<file path="config.mk">
export PLATFORM = sky130hd
export DESIGN_NAME = assembly_token_scanner_core
export DESIGN_NICKNAME = d
export VERILOG_FILES = /design/src/rtl/core/ats_pkg.sv /design/src/rtl/core/assembly_token_scanner_core.sv /design/src/rtl/core/ats_scan.sv /design/src/rtl/core/ats_out_fifo.sv
export SDC_FILE = /design/constraint.sdc
export NUM_CORES = 1
export LEC_CHECK = 0
export BUFFER_PORTS_ARGS = -buffer_cell sky130_fd_sc_hd__buf_2
export CAP_MARGIN = 20
export CORE_MARGIN = 3
export CORE_UTILIZATION = 60
export DETAILED_ROUTE_END_ITERATION = 10
export PLACE_DENSITY = 0.76
export SETUP_SLACK_MARGIN = 0.1
export SLEW_MARGIN = 0
export SYNTH_ARGS = -nofsm -noshare
export SYNTH_HDL_FRONTEND = slang
export SYNTH_SLANG_ARGS = --single-unit
</file>
<file path="constraint.sdc">
create_clock -name clk -period 7.35 [get_ports clk]
set_input_delay 2.205 -clock clk [delete_from_list [all_inputs] [get_ports clk]]
set_output_delay 2.205 -clock clk [all_outputs]
set_load 0.02 [all_outputs]
</file>
<file path="src/rtl/core/ats_pkg.sv">
package ats_pkg;

	localparam int KIND_BITS   = 5;
	localparam int LINE_FIELD  = 20;
	localparam int POS_FIELD   = 24;
	localparam int PREFIX_BITS = 40;
	localparam int MNEMONICS   = 16;

	localparam logic [KIND_BITS-1:0] KIND_INT            = 5'd0;
	localparam logic [KIND_BITS-1:0] KIND_LABEL          = 5'd1;
	localparam logic [KIND_BITS-1:0] KIND_IDENT          = 5'd2;
	localparam logic [KIND_BITS-1:0] KIND_ERROR          = 5'd3;
	localparam logic [KIND_BITS-1:0] KIND_END            = 5'd4;
	localparam logic [KIND_BITS-1:0] KIND_FIRST_MNEMONIC = 5'd5;

	localparam logic [7:0] CH_NUL   = 8'h00;
	localparam logic [7:0] CH_TAB   = 8'h09;
	localparam logic [7:0] CH_LF    = 8'h0A;
	localparam logic [7:0] CH_CR    = 8'h0D;
	localparam logic [7:0] CH_SPACE = 8'h20;
	localparam logic [7:0] CH_MINUS = 8'h2D;
	localparam logic [7:0] CH_ZERO  = 8'h30;
	localparam logic [7:0] CH_NINE  = 8'h39;
	localparam logic [7:0] CH_COLON = 8'h3A;
	localparam logic [7:0] CH_SEMI  = 8'h3B;
	localparam logic [7:0] CH_UP_A  = 8'h41;
	localparam logic [7:0] CH_UP_Z  = 8'h5A;
	localparam logic [7:0] CH_UNDER = 8'h5F;
	localparam logic [7:0] CH_LO_A  = 8'h61;
	localparam logic [7:0] CH_LO_Z  = 8'h7A;

	// Mnemonic text packed with the first character in the highest used byte,
	// in token kind order starting at KIND_FIRST_MNEMONIC.
	localparam logic [PREFIX_BITS-1:0] MNEMONIC_TEXT [MNEMONICS] = '{
		40'h0050555348, // PUSH
		40'h0000504F50, // POP
		40'h0000445550, // DUP
		40'h0053574150, // SWAP
		40'h004F564552, // OVER
		40'h00004E4950, // NIP
		40'h005455434B, // TUCK
		40'h005049434B, // PICK
		40'h0000414444, // ADD
		40'h0000535542, // SUB
		40'h00004D554C, // MUL
		40'h0000444956, // DIV
		40'h0049464551, // IFEQ
		40'h00004A4D50, // JMP
		40'h0048414C54, // HALT
		40'h5052494E54  // PRINT
	};

	typedef struct packed {
		logic [KIND_BITS-1:0]  kind;
		logic [LINE_FIELD-1:0] line;
		logic [POS_FIELD-1:0]  start;
		logic [POS_FIELD-1:0]  length;
		logic                  last;
	} token_t;

	typedef struct packed {
		logic first;
		logic second;
	} push_t;

endpackage

</file>
<file path="src/rtl/core/assembly_token_scanner_core.sv">
// Channel  | Dir | tdata                                  | tuser      | tlast
// s_axis   | in  | char_code[7:0]                         | -          | -
// m_axis   | out | line[19:0] start[43:20] length[67:44]  | kind[4:0]  | last_of_run
//
// One source byte is taken per cycle unless stalled; its beats are offered from the queue.
// A byte sits in a one-deep input register; the scan logic and state update run from it
// and push up to two result beats into a four-entry output queue.
// The input stalls only while fewer than two queue entries are free, since a byte that
// flushes a pending token and makes one of its own pushes two beats.
// Reset clears the scan state to line 1, offset 0, with nothing pending.
module assembly_token_scanner_core #(
	parameter int POSITION_BITS = 24,
	parameter int LINE_BITS     = 20
) (
	input  logic        clk,
	input  logic        arst_n,
	input  logic        s_tvalid,
	output logic        s_tready,
	input  logic [7:0]  s_tdata,  // [7:0] char_code
	output logic        m_tvalid,
	input  logic        m_tready,
	output logic [71:0] m_tdata,  // [19:0] line_number, [43:20] start_offset,
	                              // [67:44] token_length, [71:68] zero
	output logic [4:0]  m_tuser,  // [4:0] token_kind
	output logic        m_tlast   // last_of_run
);

	ats_pkg::push_t  push;
	ats_pkg::token_t res0, res1, out_token;
	logic            room;

	ats_scan #(
		.POSITION_BITS(POSITION_BITS),
		.LINE_BITS    (LINE_BITS)
	) u_scan (
		.clk     (clk),
		.arst_n  (arst_n),
		.in_valid(s_tvalid),
		.in_byte (s_tdata),
		.in_ready(s_tready),
		.room    (room),
		.push    (push),
		.res0    (res0),
		.res1    (res1)
	);

	ats_out_fifo u_out (
		.clk      (clk),
		.arst_n   (arst_n),
		.push     (push),
		.wr0      (res0),
		.wr1      (res1),
		.room     (room),
		.out_valid(m_tvalid),
		.out_ready(m_tready),
		.out_token(out_token)
	);

	assign m_tdata = {4'b0000, out_token.length, out_token.start, out_token.line};
	assign m_tuser = out_token.kind;
	assign m_tlast = out_token.last;

endmodule

</file>
<file path="src/rtl/core/ats_scan.sv">
module ats_scan #(
	parameter int POSITION_BITS = 24,
	parameter int LINE_BITS     = 20
) (
	input  logic           clk,
	input  logic           arst_n,
	input  logic           in_valid,
	input  logic [7:0]     in_byte,
	output logic           in_ready,
	input  logic           room,
	output ats_pkg::push_t push,
	output ats_pkg::token_t res0,
	output ats_pkg::token_t res1
);

	typedef enum logic [2:0] {
		MODE_IDLE,
		MODE_COMMENT,
		MODE_MINUS,
		MODE_NUMBER,
		MODE_WORD
	} mode_t;

	localparam logic [POSITION_BITS-1:0] POS_MAX  = '1;
	localparam logic [LINE_BITS-1:0]     LINE_MAX = '1;

	mode_t                            mode_q, mode_n;
	logic [POSITION_BITS-1:0]         pos_q, pos_n, begin_q, begin_n, pos_inc;
	logic [LINE_BITS-1:0]             line_q, line_n;
	logic [ats_pkg::PREFIX_BITS-1:0]  prefix_q, prefix_n;
	logic                             too_long_q, too_long_n;
	logic [7:0]                       byte_s1;
	logic                             valid_s1;
	logic                             fire;

	logic                             is_digit, is_alpha, is_word;
	logic                             go_on;
	logic                             emit_a, emit_b, last_b_only;
	ats_pkg::token_t                  tok_a, tok_b;
	logic [ats_pkg::KIND_BITS-1:0]    word_kind;
	logic                             len_label;
	logic [POSITION_BITS:0]           len_end, len_diff;
	logic [POSITION_BITS-1:0]         len_sat;

	assign fire     = valid_s1 && room;
	assign in_ready = !valid_s1 || room;

	assign is_digit = (byte_s1 >= ats_pkg::CH_ZERO) && (byte_s1 <= ats_pkg::CH_NINE);
	assign is_alpha = ((byte_s1 >= ats_pkg::CH_UP_A) && (byte_s1 <= ats_pkg::CH_UP_Z)) ||
	                  ((byte_s1 >= ats_pkg::CH_LO_A) && (byte_s1 <= ats_pkg::CH_LO_Z));
	assign is_word  = is_alpha || is_digit || (byte_s1 == ats_pkg::CH_UNDER);
	assign pos_inc  = (pos_q != POS_MAX) ? pos_q + 1'b1 : pos_q;

	always_comb begin
		word_kind = ats_pkg::KIND_IDENT;
		if (!too_long_q) begin
			for (int i = ats_pkg::MNEMONICS - 1; i >= 0; i--) begin
				if (prefix_q == ats_pkg::MNEMONIC_TEXT[i])
					word_kind = ats_pkg::KIND_FIRST_MNEMONIC + 5'(i);
			end
		end
	end

	// A label's length runs through its colon, one past the current position.
	assign len_label = (mode_q == MODE_WORD) && (byte_s1 == ats_pkg::CH_COLON);
	assign len_end   = {1'b0, pos_q} + {{POSITION_BITS{1'b0}}, len_label};
	assign len_diff  = len_end - {1'b0, begin_q};

	always_comb begin
		if (len_end < {1'b0, begin_q})
			len_sat = '0;
		else if (len_diff[POSITION_BITS])
			len_sat = POS_MAX;
		else
			len_sat = len_diff[POSITION_BITS-1:0];
	end

	always_comb begin
		mode_n     = mode_q;
		pos_n      = pos_q;
		begin_n    = begin_q;
		line_n     = line_q;
		prefix_n   = prefix_q;
		too_long_n = too_long_q;
		go_on      = 1'b1;
		emit_a     = 1'b0;
		emit_b     = 1'b0;
		last_b_only = 1'b0;
		tok_a.kind   = ats_pkg::KIND_INT;
		tok_a.line   = ats_pkg::LINE_FIELD'(line_q);
		tok_a.start  = ats_pkg::POS_FIELD'(begin_q);
		tok_a.length = ats_pkg::POS_FIELD'(len_sat);
		tok_a.last   = 1'b0;
		tok_b.kind   = ats_pkg::KIND_ERROR;
		tok_b.line   = ats_pkg::LINE_FIELD'(line_q);
		tok_b.start  = ats_pkg::POS_FIELD'(pos_q);
		tok_b.length = ats_pkg::POS_FIELD'(1);
		tok_b.last   = 1'b1;

		case (mode_q)
			MODE_NUMBER: begin
				if (is_digit) begin
					pos_n = pos_inc;
					go_on = 1'b0;
				end else begin
					emit_a = 1'b1;
					mode_n = MODE_IDLE;
				end
			end
			MODE_WORD: begin
				if (is_word) begin
					if (prefix_q[ats_pkg::PREFIX_BITS-1 -: 8] != 8'd0)
						too_long_n = 1'b1;
					else
						prefix_n = {prefix_q[ats_pkg::PREFIX_BITS-9:0], byte_s1};
					pos_n = pos_inc;
					go_on = 1'b0;
				end else if (byte_s1 == ats_pkg::CH_COLON) begin
					emit_a      = 1'b1;
					last_b_only = 1'b1;
					tok_a.kind  = ats_pkg::KIND_LABEL;
					pos_n       = pos_inc;
					mode_n      = MODE_IDLE;
					go_on       = 1'b0;
				end else begin
					emit_a     = 1'b1;
					tok_a.kind = word_kind;
					mode_n     = MODE_IDLE;
				end
			end
			MODE_MINUS: begin
				if (is_digit) begin
					mode_n = MODE_NUMBER;
					pos_n  = pos_inc;
					go_on  = 1'b0;
				end else begin
					emit_a       = 1'b1;
					tok_a.kind   = ats_pkg::KIND_ERROR;
					tok_a.length = ats_pkg::POS_FIELD'(1);
					mode_n       = MODE_IDLE;
				end
			end
			MODE_COMMENT: begin
				if (byte_s1 != ats_pkg::CH_LF && byte_s1 != ats_pkg::CH_NUL) begin
					pos_n = pos_inc;
					go_on = 1'b0;
				end else begin
					mode_n = MODE_IDLE;
				end
			end
			default: begin
				mode_n = MODE_IDLE;
			end
		endcase

		if (go_on) begin
			if (byte_s1 == ats_pkg::CH_NUL) begin
				emit_b       = 1'b1;
				tok_b.kind   = ats_pkg::KIND_END;
				tok_b.length = '0;
				pos_n        = '0;
				begin_n      = '0;
				line_n       = LINE_BITS'(1);
				prefix_n     = '0;
				too_long_n   = 1'b0;
				mode_n       = MODE_IDLE;
			end else if (byte_s1 == ats_pkg::CH_SPACE || byte_s1 == ats_pkg::CH_TAB ||
			             byte_s1 == ats_pkg::CH_CR) begin
				pos_n = pos_inc;
			end else if (byte_s1 == ats_pkg::CH_LF) begin
				if (line_q != LINE_MAX)
					line_n = line_q + 1'b1;
				pos_n = pos_inc;
			end else if (byte_s1 == ats_pkg::CH_SEMI) begin
				mode_n = MODE_COMMENT;
				pos_n  = pos_inc;
			end else if (is_digit) begin
				begin_n = pos_q;
				mode_n  = MODE_NUMBER;
				pos_n   = pos_inc;
			end else if (byte_s1 == ats_pkg::CH_MINUS) begin
				begin_n = pos_q;
				mode_n  = MODE_MINUS;
				pos_n   = pos_inc;
			end else if (is_alpha || byte_s1 == ats_pkg::CH_UNDER) begin
				begin_n    = pos_q;
				mode_n     = MODE_WORD;
				prefix_n   = {{(ats_pkg::PREFIX_BITS-8){1'b0}}, byte_s1};
				too_long_n = 1'b0;
				pos_n      = pos_inc;
			end else begin
				emit_b = 1'b1;
				pos_n  = pos_inc;
			end
		end

		tok_a.last = !emit_b || last_b_only;
	end

	// The first pushed beat is the mode's flushed token when there is one.
	always_comb begin
		push.first  = fire && (emit_a || emit_b);
		push.second = fire && emit_a && emit_b;
		res0        = emit_a ? tok_a : tok_b;
		res1        = tok_b;
	end

	always_ff @(posedge clk or negedge arst_n) begin
		if (!arst_n) begin
			mode_q     <= MODE_IDLE;
			pos_q      <= '0;
			begin_q    <= '0;
			line_q     <= LINE_BITS'(1);
			prefix_q   <= '0;
			too_long_q <= 1'b0;
			valid_s1   <= 1'b0;
			byte_s1    <= '0;
		end else begin
			if (fire) begin
				mode_q     <= mode_n;
				pos_q      <= pos_n;
				begin_q    <= begin_n;
				line_q     <= line_n;
				prefix_q   <= prefix_n;
				too_long_q <= too_long_n;
			end
			if (in_ready) begin
				valid_s1 <= in_valid;
				byte_s1  <= in_byte;
			end
		end
	end

	a_second_needs_first: assert property (@(posedge clk) disable iff (!arst_n)
		push.second |-> push.first)
		else $error("second token pushed without a first");

	a_pair_last: assert property (@(posedge clk) disable iff (!arst_n)
		push.second |-> (!res0.last && res1.last))
		else $error("last flag misplaced on a token pair");

	a_single_last: assert property (@(posedge clk) disable iff (!arst_n)
		(push.first && !push.second) |-> res0.last)
		else $error("single token without last flag");

	a_no_push_unless_fire: assert property (@(posedge clk) disable iff (!arst_n)
		push.first |-> (valid_s1 && room))
		else $error("token pushed without an accepted byte");

endmodule

</file>
<file path="src/rtl/core/ats_out_fifo.sv">
module ats_out_fifo (
	input  logic            clk,
	input  logic            arst_n,
	input  ats_pkg::push_t  push,
	input  ats_pkg::token_t wr0,
	input  ats_pkg::token_t wr1,
	output logic            room,
	output logic            out_valid,
	input  logic            out_ready,
	output ats_pkg::token_t out_token
);

	localparam int DEPTH = 4;

	ats_pkg::token_t mem_q [DEPTH];
	logic [1:0]      rd_q, wr_q;
	logic [2:0]      count_q;
	logic            pop;
	logic [2:0]      n_push;

	assign pop       = out_valid && out_ready;
	assign out_valid = (count_q != 3'd0);
	assign out_token = mem_q[rd_q];
	// Two free entries are needed since one byte can produce two beats.
	assign room      = (count_q <= 3'(DEPTH - 2));
	assign n_push    = {2'b00, push.first} + {2'b00, push.second};

	always_ff @(posedge clk) begin
		if (push.first)
			mem_q[wr_q] <= wr0;
		if (push.second)
			mem_q[wr_q + 2'd1] <= wr1;
	end

	always_ff @(posedge clk or negedge arst_n) begin
		if (!arst_n) begin
			rd_q    <= '0;
			wr_q    <= '0;
			count_q <= '0;
		end else begin
			if (pop)
				rd_q <= rd_q + 2'd1;
			wr_q    <= wr_q + n_push[1:0];
			count_q <= count_q + n_push - {2'b00, pop};
		end
	end

	a_count_bound: assert property (@(posedge clk) disable iff (!arst_n)
		count_q <= 3'(DEPTH))
		else $error("result queue overflow");

	a_push_has_room: assert property (@(posedge clk) disable iff (!arst_n)
		push.first |-> room)
		else $error("push into a queue without room");

	a_held_beat: assert property (@(posedge clk) disable iff (!arst_n)
		(out_valid && !out_ready) |=> (out_valid && $stable(out_token)))
		else $error("waiting beat changed or dropped");

endmodule
</file>
## After elaboration in Yosys (flattened, before gate mapping)

Memory sizes are Yosys's and may differ from the RTL's.
Index checks and enable logic that the tools add are counted.

| storage, ports and cells | value |
|---|---|
| register bits after elaboration | 128 |
| memory bits (writable) | 296 |
| input port bits | 12 |
| output and inout port bits | 80 |
| word-level logic and storage cells | 206 |
| memories kept | 1 |

Memories:

| name | words | bits a word | read ports | clocked after memory_dff | wr ports | line | RTL |
|---|---|---|---|---|---|---|---|
| u_out.mem_q | 4 | 74 | 1 | 0 | 2 | ats_out_fifo.sv:15 | `ats_pkg::token_t mem_q [DEPTH];` |

| cells by class | value |
|---|---|
| $add $sub $neg | 10 |
| $lt $le $gt $ge | 8 |
| equal/unequal tests | 37 |
| mux-type cells | 106 |
| reductions and logical operators | 33 |

Operators by type and width:

| kind | number |
|---|---|
| 24-bit two-way mux | 19 |
| 40-bit two-way mux | 11 |
| 40-bit by 23-bit equality test with 1-bit output (second input constant) | 8 |
| 40-bit by 31-bit equality test with 1-bit output (second input constant) | 7 |
| 5-bit two-way mux | 20 |
| 20-bit two-way mux | 4 |
| 74-bit two-way mux | 1 |
| 24-bit one-hot mux with 3 select lines | 1 |
| 40-bit by 39-bit equality test with 1-bit output (second input constant) | 1 |
| 3-bit two-way mux | 12 |
| 8-bit by 6-bit equality test with 1-bit output (second input constant) | 4 |
| 1-bit two-way mux | 32 |
| 24-bit by 1-bit adder with 25-bit output | 1 |
| 25-bit by 24-bit less-than comparator with 1-bit output | 1 |
| 25-bit by 24-bit subtractor with 25-bit output | 1 |
| 24-bit by 1-bit adder with 24-bit output (second input constant) | 1 |
| 8-bit by 4-bit equality test with 1-bit output (second input constant) | 3 |
| 24-bit inequality test (second input constant) | 1 |
| 20-bit by 1-bit adder with 20-bit output (second input constant) | 1 |
| 20-bit inequality test (second input constant) | 1 |
| 8-bit by 7-bit >= comparator with 1-bit output (second input constant) | 2 |
| 8-bit by 7-bit <= comparator with 1-bit output (second input constant) | 2 |
| 8-bit nonzero test | 2 |
| 3-bit one-hot mux with 4 select lines | 1 |
| other kinds (30) | 57 |

## Logic depth before layout (Yosys ltp)

| depth | value |
|---|---|
| depth in word-level cells | 22 |
| gate-level depth with buffers | 22 |
| mapped depth without buffers | 20 |

## Hierarchy

Synthesis repeated with hierarchy kept, for this count alone.

| unflattened totals | value |
|---|---|
| cells, all modules | 1812 |
| area, all modules | 23373.7 µm² |

By module, submodules not included:

| module | instances | cells an instance | area an instance (µm²) | seq. area each (µm²) |
|---|---|---|---|---|
| ats_out_fifo | 1 | 756 | 14639.0 | 9063.7 |
| ats_scan | 1 | 1051 | 8700.8 | 3029.2 |
| assembly_token_scanner_core | 1 | 5 | 33.8 | 0.0 |

## Worst setup path after synthesis

No wires, ideal clock.

| timing | value |
|---|---|
| path kind | register -> register |
| start point | register u_scan.byte_s1[7] |
| end point | memory u_out.mem_q[1][10] in the netlist's numbering |
| setup time | 0.059 ns |
| arrival time | 4.812 ns |
| data required time | 7.291 ns |
| slack | 2.479 ns |
| cell stages (with the launch flop) | 20 |
| path buffers | 2 |
| clock period less this slack | 4.871 ns |
| path through | dfrtp_1 > and4bb_2 > nand2_1 > nor4_1 > ha_1 > nand3_1 > nand2b_1 > or3_1 > nor2_1 > nand3_1 > xnor2_1 > ha_1 > clkbuf_1 > nand3_1 > nor3_1 > a21boi_0 > o2111ai_2 > a211oi_2 > buf_2 > a22o_1 |

RTL lines:

| what | line | RTL |
|---|---|---|
| start: declaration | ats_scan.sv:32 | `logic [7:0] byte_s1;` |
| start signal: assignment | ats_scan.sv:229 | `byte_s1 <= in_byte;` |
| end: declaration | ats_out_fifo.sv:15 |  |

==> metrics.md <==
| Metric | Value |
|---|---|
| Status | `finished clean` |
| # DRC | `0` |
| Register area share after synthesis | `about 52%` |
| CP startpoint kind | `flop` |
| CTS clk-pin slew, worst paths | `~0.06 ns` |
| Fin crit period | `6.22 ns` |
| Global-route wire length before repair | `86,300 um` |
| First-pass DRT Iterations | `8` |
| Maximum clock rate | `~0.16 GHz` |
| Vias | `~15,000` |
| Path type of the worst setup path | `flop to flop` |
| Seq cells post-synth | `424` |
| Post-Route WL | `53,900 um` |
| Slew headroom | `a little over a quarter` |
| H-Tree Depth | `2` |
| Critical Path RT | `7.84 ns` |
| Diode count | `0` |
| WL/cell | `23.1 um` |
| Die Area | `37,600 sq um` |
| Number of max-cap violations | `0` |
| Post-synth EDFFs | `192` |
| Worst slack at placement | `1.29 ns` |
| Vias in the first global route | `about 15,000` |
| Antenna viol nets, final | `0` |
| GPL Wtd Cong | `0.930` |
| I/O pins | `92` |
| Clock Path Buffers | `3` |
| Layout cells sized above 1 | `between 10% and 20%` |
| Crit-path cells | `and4bb_2 > nand2_1 > nor4_1 > ha_1 > nand3_1 > nand2b_1 > or3_1 > nor2_1 > nand3_1 > xnor2_1 > ha_1 > nand3_1 > nor3_1 > a21boi_0 > o2111ai_2 > a211oi_2 > buf_4 > a22o_1` |
| Syn Std Cell Area | `21,200 sq um` |
| # hold bufs at CTS | `0` |
| Area grow syn2layout | `10.2%` |
| Vert. Die Dim | `194 um` |
| Hold Fails Final Rpt | `0` |
| CTS tree | `done` |
| Clock root buffer | `clkbuf_16` |
| CP endpoint kind | `flop` |
| Synth Warn # | `0` |
| Final Util | `67.3%` |
| Setup bufs post-CTS | `0` |
| Starting density of the core | `61.1%` |
| Antenna violations before repair | `0` |
| Iteration-0 DRC Markers | `roughly 1,500` |
| Crit path arrival time | `~6.7 ns` |
| Power Density | `443 nW/um^2` |
| Row cnt | `68` |
| Post-CTS Resized | `0` |
| Worst path buffer plus inverter count | `1` |
| # setup viols final | `0` |
| Setup TNS | `0 ns` |
| Critical Path Max Stage Delay | `0.69 ns` |
| Slew @ Worst Pin | `1.10 ns` |
| CTS sink count | `~420` |
| Cell family with most CP delay | `simple AND/OR/NAND/NOR gates` |
| Detailed placer's ending HPWL | `about 36,000 um` |
| Port Buffer Count | `87` |
| Synth area leaders | `edfxtp_1 27%, dfrtp_1 15%, dfxtp_1 9.8%` |
| Worst Skew | `0.0215 ns` |
| Synth area leader | `edfxtp_1` |
| Worst skew pair latency | `0.56 ns` |
| Largest net degree at the start of global routing | `81` |
| Die outline width | `194 um` |
| Slowest CP cell | `nor4_1` |
| Remaining global-route overflow | `0` |
| Worst-path maximum fanout | `10` |
| Setup WS post-layout | `~1.1 ns` |
| Post-synthesis cell type count | `90` |
| Placed cell area | `21,900 sq um` |
| Maximum vdd drop | `between 0.3 and 0.4 mV` |
| RSZ-0062 raised after global routing | `no` |
| Most used DFF post-synth | `edfxtp_1` |
| Post-synth top area share | `27.2%` |
| Most common cell type on the critical path | `nand3_1` |
| Asr flop ratio synth | `between 30 and 40%` |
| Finished Cell Area | `23,400 sq um` |
| Slew Viols, Final | `0` |
| Post-Syn Instances | `1,811` |
| Overall routing resource usage | `28.4%` |
| Final Cycle Share | `84.6%` |
| Most common cell after layout, fill and taps aside | `edfxtp_1` |
| Hold WC Path Type | `flop to flop` |
| Pleak | `9.04 nW` |
| Core area | `34,700 sq um` |
| Commonest cells after routing, fill and taps aside | `192 x edfxtp_1, 187 x a22o_1, 125 x dfrtp_1` |
| Fin nets | `roughly 1,900` |
| Vias/cell | `6.59` |
| Syn Area/Cell | `11.7 sq um` |
| CTS buffer count | `44` |
==> registers in the layout, summed over array words and instances (netlist names), 3 cells and up <==
signal / flops
u_out.count_q: 3
u_out.mem_q: 296
u_scan.begin_q: 24
u_scan.byte_s1: 8
u_scan.line_q: 20
u_scan.mode_q: 3
u_scan.pos_q: 24
u_scan.prefix_q: 40
==> where the power goes <==
part           internal, mW  switching [mW]  leakage [nW]
clock network          1.35           0.919         0.722
logic                  1.60            2.70          4.00
registers              3.23           0.552          4.32
==> per-layer routing <==
layer | vias to the layer above | GRT usage, % | wire length [um]
met5 | - | 0 | 0
met4 | 0 | 6.22 | 894
met3 | 76 | 4.92 | 4380
met2 | 736 | 44.5 | 24900
met1 | 7623 | 42.4 | 23700
li1 | 6922 | - | -
==> synth_stat cells (all sizes together) (17+ instances only) <==
| cell | count |
|---|---|
| nor3 | 28 |
| nand2 | 104 |
| edfxtp | 192 |
| nand3 | 46 |
| mux4 | 74 |
| o2bb2ai | 42 |
| o21ai | 65 |
| a22o | 187 |
| clkbuf | 71 |
| xor2 | 36 |
| xnor2 | 36 |
| dfrtp | 127 |
| dfxtp | 104 |
| buf | 70 |
| or3 | 17 |
| ha | 33 |
| o31ai | 25 |
| nand4 | 26 |
| a21oi | 51 |
| nand2b | 24 |
| and2 | 101 |
| nor2 | 103 |
| inv | 54 |
==> worst paths after layout <==
kind	startpoint	to	slack [ns]	depth (start not counted)
max reg2reg	u_scan.byte_s1[5]	u_out.mem_q[3][3]	1.13	18
min	u_out.mem_q[0][72]	u_out.mem_q[0][72]	0.46	1
min reg2reg	u_out.mem_q[0][72]	u_out.mem_q[0][72]	0.46	1
min in group asynchronous	arst_n	u_scan.begin_q[20]	1.71	1
max	u_scan.byte_s1[5]	u_out.mem_q[3][3]	1.13	18
max in group asynchronous	arst_n	u_scan.prefix_q[27]	4.44	2
==> cell type report <==
cell class / instances / area [sq um]
fill: 2558 / 11300
sequential: 424 / 11100
multi-input combinational: 1195 / 9370
clock buffer: 57 / 1180
timing repair buffer: 121 / 697
tap: 455 / 569
clock inverter: 24 / 295
inverter: 54 / 203
==> cells by family after synthesis <==
logic type / synth area share [%]
AND/OR/NAND/NOR: 13.7
adder cells (fa/ha/maj): 2.14
flip-flops: 52.1
other: 0.0177
AO/OA/AOI/OAI: 16.7
XOR/XNOR: 2.97
multiplexers: 8.41
buffers and inverters: 3.91
==> metrics by stage <==
stage / total power, mW / hold slack [ns] / instances
2_1_floorplan: 6.70 / 0.427 / 1814
3_3_place_gp: 7.97 / 0.438 / 2249
3_5_place_dp: 8.08 / 0.443 / 2249
4_1_cts: 10.4 / 0.462 / 2330
5_1_grt: 10.9 / 0.473 / 2330
6_report: 10.3 / 0.459 / 2330
Note: power is estimated with default switching activity, not from simulation.
